==> src/hdl/oim_pkg.sv <==
`timescale 1ns / 1ps

package oim_pkg;

	localparam int unsigned DIST_W   = 10;
	localparam int unsigned PERIOD_W = 16;
	localparam int unsigned TIME_W   = 32;
	localparam int unsigned SPEED_W  = 8;
	localparam int unsigned MSPEED_W = 7;
	localparam int unsigned CFG_IDX_W = 2;
	localparam int unsigned CFG_DATA_W = 16;

	localparam logic [CFG_IDX_W-1:0] CFG_THRESHOLD = 2'd0;
	localparam logic [CFG_IDX_W-1:0] CFG_PERIOD    = 2'd1;

	localparam logic [DIST_W-1:0]   THRESHOLD_RESET = 10'd20;
	localparam logic [PERIOD_W-1:0] PERIOD_RESET    = 16'd150;
	localparam logic [DIST_W-1:0]   DISTANCE_RESET  = 10'd999;
	localparam logic [SPEED_W-1:0]  SPEED_MAX       = 8'd100;

	typedef enum logic [2:0] {
		ST_INIT     = 3'd0,
		ST_STOPPED  = 3'd1,
		ST_MANUAL   = 3'd2,
		ST_OBSTACLE = 3'd3,
		ST_FAULT    = 3'd4
	} car_state_t;

	typedef enum logic [2:0] {
		CMD_NONE  = 3'd0,
		CMD_STOP  = 3'd1,
		CMD_FWD   = 3'd2,
		CMD_BACK  = 3'd3,
		CMD_LEFT  = 3'd4,
		CMD_RIGHT = 3'd5
	} motor_cmd_t;

	typedef enum logic [1:0] {
		OP_TICK  = 2'd0,
		OP_MOVE  = 2'd1,
		OP_STOP  = 2'd2,
		OP_RESET = 2'd3
	} op_t;

	typedef enum logic [1:0] {
		DIR_FWD   = 2'd0,
		DIR_BACK  = 2'd1,
		DIR_LEFT  = 2'd2,
		DIR_RIGHT = 2'd3
	} dir_t;

	typedef struct packed {
		op_t                op;
		logic [TIME_W-1:0]  now;
		dir_t               dir;
		logic [SPEED_W-1:0] speed;
		logic [DIST_W-1:0]  range_cm;
		logic               ok;
	} item_t;

	typedef struct packed {
		car_state_t        mode;
		logic [DIST_W-1:0] range_cm;
		logic              good;
		logic [TIME_W-1:0] last_time;
	} vstate_t;

	typedef struct packed {
		car_state_t          state;
		motor_cmd_t          cmd;
		logic [MSPEED_W-1:0] speed;
		logic                acc;
		logic                meas;
	} result_t;

	typedef struct packed {
		logic [DIST_W-1:0]   threshold;
		logic [PERIOD_W-1:0] period;
	} cfg_t;

endpackage

==> src/hdl/obstacle_interlock_motion_fsm.sv <==
`timescale 1ns / 1ps
// Safety interlock for a two-motor vehicle.
// Input channel (in_valid / in_stall): one beat per operation - tick, move,
// stop or reset - with its time stamp, direction, speed and distance reading.
// Output channel (out_valid / out_stall): exactly one result beat per input
// beat, in order: state after the operation, motor command, motor speed,
// move accepted and reading taken.
// Configuration channel (cfg_valid / cfg_ready, always ready): index 0 sets
// the obstacle threshold, index 1 the measure period; other indices are
// ignored. Write only while no operation is in flight.
// A result passes through two registers - the input register, then the result
// register. Throughput is one beat per cycle while the output is not stalled,
// set by the single decision step between those two registers.
// A stalled result holds; one further input beat is taken into an empty input
// register meanwhile, after which in_stall rises until the result drains.
// Reset empties both registers, restores the configuration defaults and puts
// the vehicle in stopped with a clear 999 cm reading and a good sensor.
module obstacle_interlock_motion_fsm (
	input  logic                           clk,
	input  logic                           arst_n,
	input  logic                           in_valid,
	output logic                           in_stall,
	input  logic [1:0]                     operation,
	input  logic [31:0]                    now_ms,
	input  logic [1:0]                     direction,
	input  logic [7:0]                     speed_percent,
	input  logic [9:0]                     distance_cm,
	input  logic                           reading_ok,
	output logic                           out_valid,
	input  logic                           out_stall,
	output logic [2:0]                     car_state,
	output logic [2:0]                     motor_command,
	output logic [6:0]                     motor_speed,
	output logic                           accepted,
	output logic                           measured,
	input  logic                           cfg_valid,
	output logic                           cfg_ready,
	input  logic [oim_pkg::CFG_IDX_W-1:0]  cfg_index,
	input  logic [oim_pkg::CFG_DATA_W-1:0] cfg_data
);
	import oim_pkg::*;

	cfg_t    cfg;
	item_t   item_s1;
	logic    valid_s1;
	result_t res_s2;
	logic    valid_s2;
	vstate_t st_q;
	vstate_t st_next;
	result_t res;
	logic    advance;

	oim_cfg_regs u_cfg (
		.clk       (clk),
		.arst_n    (arst_n),
		.cfg_valid (cfg_valid),
		.cfg_ready (cfg_ready),
		.cfg_index (cfg_index),
		.cfg_data  (cfg_data),
		.cfg       (cfg)
	);

	oim_step u_step (
		.item    (item_s1),
		.st      (st_q),
		.cfg     (cfg),
		.st_next (st_next),
		.res     (res)
	);

	assign advance  = !valid_s2 || !out_stall;
	assign in_stall = valid_s1 && !advance;

	always_ff @(posedge clk or negedge arst_n) begin
		if (!arst_n) begin
			valid_s1 <= 1'b0;
		end else if (!in_stall) begin
			valid_s1 <= in_valid;
		end
	end

	always_ff @(posedge clk) begin
		if (!in_stall && in_valid) begin
			item_s1.op       <= op_t'(operation);
			item_s1.now      <= now_ms;
			item_s1.dir      <= dir_t'(direction);
			item_s1.speed    <= speed_percent;
			item_s1.range_cm <= distance_cm;
			item_s1.ok       <= reading_ok;
		end
	end

	always_ff @(posedge clk or negedge arst_n) begin
		if (!arst_n) begin
			valid_s2          <= 1'b0;
			st_q.mode         <= ST_STOPPED;
			st_q.range_cm     <= DISTANCE_RESET;
			st_q.good         <= 1'b1;
			st_q.last_time    <= '0;
		end else if (advance) begin
			valid_s2 <= valid_s1;
			if (valid_s1) begin
				st_q <= st_next;
			end
		end
	end

	always_ff @(posedge clk) begin
		if (advance && valid_s1) begin
			res_s2 <= res;
		end
	end

	assign out_valid     = valid_s2;
	assign car_state     = res_s2.state;
	assign motor_command = res_s2.cmd;
	assign motor_speed   = res_s2.speed;
	assign accepted      = res_s2.acc;
	assign measured      = res_s2.meas;

endmodule

==> src/hdl/oim_cfg_regs.sv <==
`timescale 1ns / 1ps

module oim_cfg_regs (
	input  logic                           clk,
	input  logic                           arst_n,
	input  logic                           cfg_valid,
	output logic                           cfg_ready,
	input  logic [oim_pkg::CFG_IDX_W-1:0]  cfg_index,
	input  logic [oim_pkg::CFG_DATA_W-1:0] cfg_data,
	output oim_pkg::cfg_t                  cfg
);
	import oim_pkg::*;

	cfg_t cfg_q;

	assign cfg_ready = 1'b1;
	assign cfg      = cfg_q;

	always_ff @(posedge clk or negedge arst_n) begin
		if (!arst_n) begin
			cfg_q.threshold <= THRESHOLD_RESET;
			cfg_q.period    <= PERIOD_RESET;
		end else if (cfg_valid && cfg_ready) begin
			case (cfg_index)
				CFG_THRESHOLD: cfg_q.threshold <= cfg_data[DIST_W-1:0];
				CFG_PERIOD:    cfg_q.period    <= cfg_data[PERIOD_W-1:0];
				default: ;
			endcase
		end
	end

endmodule

==> src/hdl/oim_step.sv <==
`timescale 1ns / 1ps

module oim_step (
	input  oim_pkg::item_t   item,
	input  oim_pkg::vstate_t st,
	input  oim_pkg::cfg_t    cfg,
	output oim_pkg::vstate_t st_next,
	output oim_pkg::result_t res
);
	import oim_pkg::*;

	logic [TIME_W-1:0] elapsed;
	logic              tick_due;
	logic              read_near;
	logic              speed_bad;
	logic              fwd_blocked;
	motor_cmd_t        drive_cmd;

	assign elapsed     = item.now - st.last_time;
	assign tick_due    = elapsed >= {{(TIME_W-PERIOD_W){1'b0}}, cfg.period};
	assign read_near   = item.range_cm < cfg.threshold;
	assign speed_bad   = item.speed > SPEED_MAX;
	assign fwd_blocked = (item.dir == DIR_FWD) && !(st.good && (st.range_cm >= cfg.threshold));

	always_comb begin
		case (item.dir)
			DIR_FWD:   drive_cmd = CMD_FWD;
			DIR_BACK:  drive_cmd = CMD_BACK;
			DIR_LEFT:  drive_cmd = CMD_LEFT;
			DIR_RIGHT: drive_cmd = CMD_RIGHT;
			default:   drive_cmd = CMD_NONE;
		endcase
	end

	// next state
	always_comb begin
		st_next = st;
		case (item.op)
			OP_TICK: begin
				if (tick_due) begin
					st_next.last_time = item.now;
					st_next.good      = item.ok;
					if (!item.ok) begin
						st_next.mode = ST_FAULT;
					end else begin
						st_next.range_cm = item.range_cm;
						if (read_near && (st.mode == ST_MANUAL)) begin
							st_next.mode = ST_OBSTACLE;
						end
					end
				end
			end
			OP_MOVE: begin
				if (!speed_bad && (st.mode != ST_FAULT)) begin
					st_next.mode = fwd_blocked ? ST_OBSTACLE : ST_MANUAL;
				end
			end
			OP_STOP: begin
				if (st.mode != ST_FAULT) begin
					st_next.mode = ST_STOPPED;
				end
			end
			OP_RESET: begin
				st_next.good = item.ok;
				if (!item.ok) begin
					st_next.mode = ST_FAULT;
				end else begin
					st_next.range_cm = item.range_cm;
					st_next.mode     = read_near ? ST_OBSTACLE : ST_STOPPED;
				end
			end
			default: ;
		endcase
	end

	// result
	always_comb begin
		res       = '0;
		res.state = st_next.mode;
		res.cmd   = CMD_NONE;
		case (item.op)
			OP_TICK: begin
				res.meas = tick_due;
				if (tick_due && (!item.ok || read_near)) begin
					res.cmd = CMD_STOP;
				end
			end
			OP_MOVE: begin
				if (!speed_bad) begin
					if ((st.mode == ST_FAULT) || fwd_blocked) begin
						res.cmd = CMD_STOP;
					end else begin
						res.cmd   = drive_cmd;
						res.speed = item.speed[MSPEED_W-1:0];
						res.acc   = 1'b1;
					end
				end
			end
			OP_STOP: begin
				res.cmd = CMD_STOP;
			end
			OP_RESET: begin
				res.cmd  = CMD_STOP;
				res.meas = 1'b1;
			end
			default: ;
		endcase
	end

endmodule

==> config.mk <==
export PLATFORM = sky130hd
export DESIGN_NAME = obstacle_interlock_motion_fsm
export DESIGN_NICKNAME = d
export VERILOG_FILES = /design/src/hdl/oim_pkg.sv /design/src/hdl/obstacle_interlock_motion_fsm.sv /design/src/hdl/oim_cfg_regs.sv /design/src/hdl/oim_step.sv
export SDC_FILE = /design/constraint.sdc
export NUM_CORES = 1
export LEC_CHECK = 0
export ABC_AREA = 1
export BUFFER_PORTS_ARGS = -buffer_cell sky130_fd_sc_hd__buf_2
export CAP_MARGIN = 20
export CELL_PAD_IN_SITES_DETAIL_PLACEMENT = 0
export CELL_PAD_IN_SITES_GLOBAL_PLACEMENT = 2
export CORE_MARGIN = 5
export CORE_UTILIZATION = 30
export CTS_CLUSTER_DIAMETER = 120
export DETAILED_ROUTE_END_ITERATION = 12
export PLACE_DENSITY = 0.73
export SLEW_MARGIN = 0
export SYNTH_ARGS = -nofsm -noshare
export SYNTH_HDL_FRONTEND = slang
export SYNTH_SLANG_ARGS = --single-unit
==> constraint.sdc <==
create_clock -name clk -period 4.9 [get_ports clk]
set_input_delay 0.49 -clock clk [delete_from_list [all_inputs] [get_ports clk]]
set_output_delay 0.49 -clock clk [all_outputs]
set_load 0.005 [all_outputs]
==> flow_metrics.py <==
metrics = {
    "synth": {
        "mappedNetlistArea_um2": 8870,
        "synth_top_cell_by_area": "edfxtp_1",
        "synth_seq_area_share": 0.448,
        "ys_ff_latch": 144,
        "synthTopCellsByArea": "edfxtp_1, dfrtp_1, nand2_1",
        "synth_cells": 1154,
        "synthesis.nets": 1303,
        "synth_cell_types": 43,
        "ys_warn_count": 0,
        "syn_avg_cell_area_um2": 7.69,
        "yosysTopAreaCellShare": 0.237,
    },
    "detailed_routing": {
        "viasPerCell": 4.33,
        "ant_nets": 0,
        "vias": 7174,
        "routed_wl_mm": 23.2,
        "drt_first_pass_iters": 5,
        "routedWlPerCell_um": 14.0,
        "drtIter0Drc": 386,
        "drcViolationCount": 0,
    },
    "placement": {
        "port_buffers": 94,
        "gp_congestion": 0.818,
        "dp_hpwl_mm": 17.9,
        "dp_cells": 1623,
    },
    "setup_path": {
        "path_max_fanout": 64,
        "cp.required_ns": 5.24,
        "cp_slowest_stage_delay_ns": 0.47,
        "start_kind": "flop",
        "end_kind": "flop",
        "cp.arrival_ns": 4.20,
        "slowest_stage": "nand3_4",
        "path_class": "reg -> reg",
        "crit_top_cell": "nand2_1",
        "crit_chain": "ha_1 -> nand2_1 -> nor2_1 -> nand2_1 -> inv_1 -> nand2_1 -> nand2_1 -> xor2_1 -> ha_1 -> a21oi_1 -> nor2_1 -> a211oi_1 -> nand2_1 -> nor2_1 -> nand2_1 -> nor2_1 -> nand2_1 -> a21oi_2 -> nand2_2 -> nand3_4 -> nor2_1 -> a21oi_1",
    },
    "timing": {
        "rsz0062_at_grt": "false",
        "finClkSkew_ns": 0.0161,
        "period_share": 0.788,
        "worst_pin_slew_ns": 0.810,
        "fin_tns_setup_ns": 0,
        "slew_headroom": 0.460,
        "final-max-slew-violation-count": 0,
        "layout_min_cycle_time_ns": 3.86,
        "final_hold_viol_count": 0,
        "max_freq_mhz": 259,
        "setup_viol": 0,
    },
    "cells_and_area": {
        "fin_cells": 1658,
        "drive_gt1_frac": 0.127,
        "mostFrequentLayoutCells": "nand2_1, inv_1, nor2_1",
        "nNetsFinal": 1403,
        "area_growth_pct": 17.1,
        "fillers": 3175,
        "mostFrequentLayoutCell": "nand2_1",
    },
    "global_route": {
        "grt.overflow.total": 0,
        "antenna_found_initial": 2,
        "grt_usage": 0.144,
        "grt_pass1_wl_mm": 37.6,
        "grt_pass1_vias": 7070,
        "grt_max_degree": 65,
    },
    "job": {
        "maxCapViolations": 0,
    },
    "clock_network": {
        "cts_sinks": 144,
        "numCtsBuffers": 17,
        "clk_pin_slew_ns": 0.07,
        "clk_path_buf_depth": 2,
        "htreeDepth": 4,
        "clk_latency_ns": 0.44,
        "root_buffer": "clkbuf_16",
        "tritoncts": "done",
        "cts_setup_buffers": 0,
    },
    "floorplan": {
        "num_io_pins": 96,
        "row_count": 63,
        "dieArea_um2": 33100,
        "core_area_um2": 29400,
        "start_util": 0.302,
        "die-width_um": 182,
        "fp.dieH_um": 182,
    },
    "power_and_ir_drop": {
        "total_leakage_power_nw": 5.48,
        "ir_drop_v": 0.000258,
        "p_per_area_nw_per_um2": 465,
    },
    "min_path": {
        "hold_path_class": "in -> reg",
    },
    "status": {
        "status": "completed",
    },
}
-- through the flow --
| stage | area, um^2 | util | hold WS [ns] | setup slack, ns | total power [mW] |
|---|---|---|---|---|---|
| 6_report | 10400 | 0.353 | 0.218 | 1.04 | 4.83 |
| 5_1_grt | 10400 | 0.353 | 0.195 | 0.607 | 5.27 |
| 4_1_cts | 10400 | 0.353 | 0.192 | 1.02 | 4.92 |
| 3_5_place_dp | 9760 | 0.332 | 0.419 | 1.05 | 3.53 |
| 3_3_place_gp | 9760 | 0.332 | 0.422 | 1.05 | 3.52 |
| 2_1_floorplan | 8870 | - | 0.194 | 1.71 | 2.98 |
-- per-layer routing --
metal	track usage	wire length (um)
met4	0.0324	200
met2	0.237	10800
met5	0	18
met1	0.196	11500
met3	0.0304	723
-- registers in the layout, indices dropped and copies added (netlist names) --
name	cells
st_q	46
motor_command	3
u_cfg.cfg	26
car_state	3
measured	1
motor_speed	7
out_valid	1
item_s1	55
valid_s1	1
accepted	1
-- logic make-up (layout without fill, tap and decap cells) --
group,count (synthesis),count (layout),synth area share
fa+ha+maj,71,71,0.101
compound gates,122,122,0.0750
other cells,1,2,0.000423
simple gates,553,553,0.252
buf+inv,247,360,0.108
xor+xnor,16,16,0.0158
flops,144,144,0.448
-- layout make-up --
| class | count | area, um^2 | area share |
|---|---|---|---|
| antenna | 1 | 2.50 | 0.000241 |
| clock inverter | 15 | 171 | 0.0165 |
| sequential | 144 | 3970 | 0.383 |
| tap | 390 | 488 | 0.0470 |
| multi-input combinational | 763 | 3940 | 0.380 |
| inverter | 229 | 860 | 0.0828 |
| timing repair buffer | 99 | 520 | 0.0501 |
| clock buffer | 17 | 425 | 0.0410 |
-- worst max-delay path, delay by kind of cell, from the launching register on --
family,cells,cell delay [ns]
XOR/XNOR,1,0.15
flip-flops,1,0.41
AND/OR/NAND/NOR,14,1.76
adder cells (fa/ha/maj),2,0.66
AO/OA/AOI/OAI,4,0.66
buffers and inverters,1,0.06
-- Yosys cell counts (all sizes together) --
cell	count
ha	70
nand3	36
nand3b	3
and3	1
a211oi	2
o21a	1
conb	1
dfstp	16
o2111ai	2
o211ai	3
nor4	1
a21oi	71
xnor2	2
xor2	14
clkbuf	9
o31ai	2
a21boi	2
o21ai	32
nand2	375
or2	2
edfxtp	70
a21o	1
nand4	18
a31oi	3
o221ai	1
o21bai	2
buf	9
and2	2
nor3	7
inv	228
nor2	108
clkinv	1
fa	1
dfrtp	58
-- where the power goes --
part           internal (mW)  total [mW]  leakage (nW)  switching, mW
sequential              1.51        1.62          1.51          0.104
clock                  0.726        1.35         0.282          0.625
combinational          0.661        1.86          3.69           1.20
total                   2.90        4.83          5.48           1.93
-- path summary, 6_finish.rpt --
path,start,end,slack (ns),depth (start not counted)
worst max-delay path,item_s1[28],st_q[8],1.04,22
worst min-delay path,now_ms[31],item_s1[52],0.22,1
worst max register to register,item_s1[28],st_q[8],1.04,22
worst min register to register,st_q[32],st_q[32],0.47,2
max in group asynchronous,arst_n,st_q[18],3.38,3
min in group asynchronous,arst_n,st_q[1],0.49,2
-- timing repair --
item | in CTS | in global routing
hold buffers | 1 | 0
endpoints found under the hold margin | 21 | 0
resized for setup | 0 | 0
(Power assumes the default switching activity.)
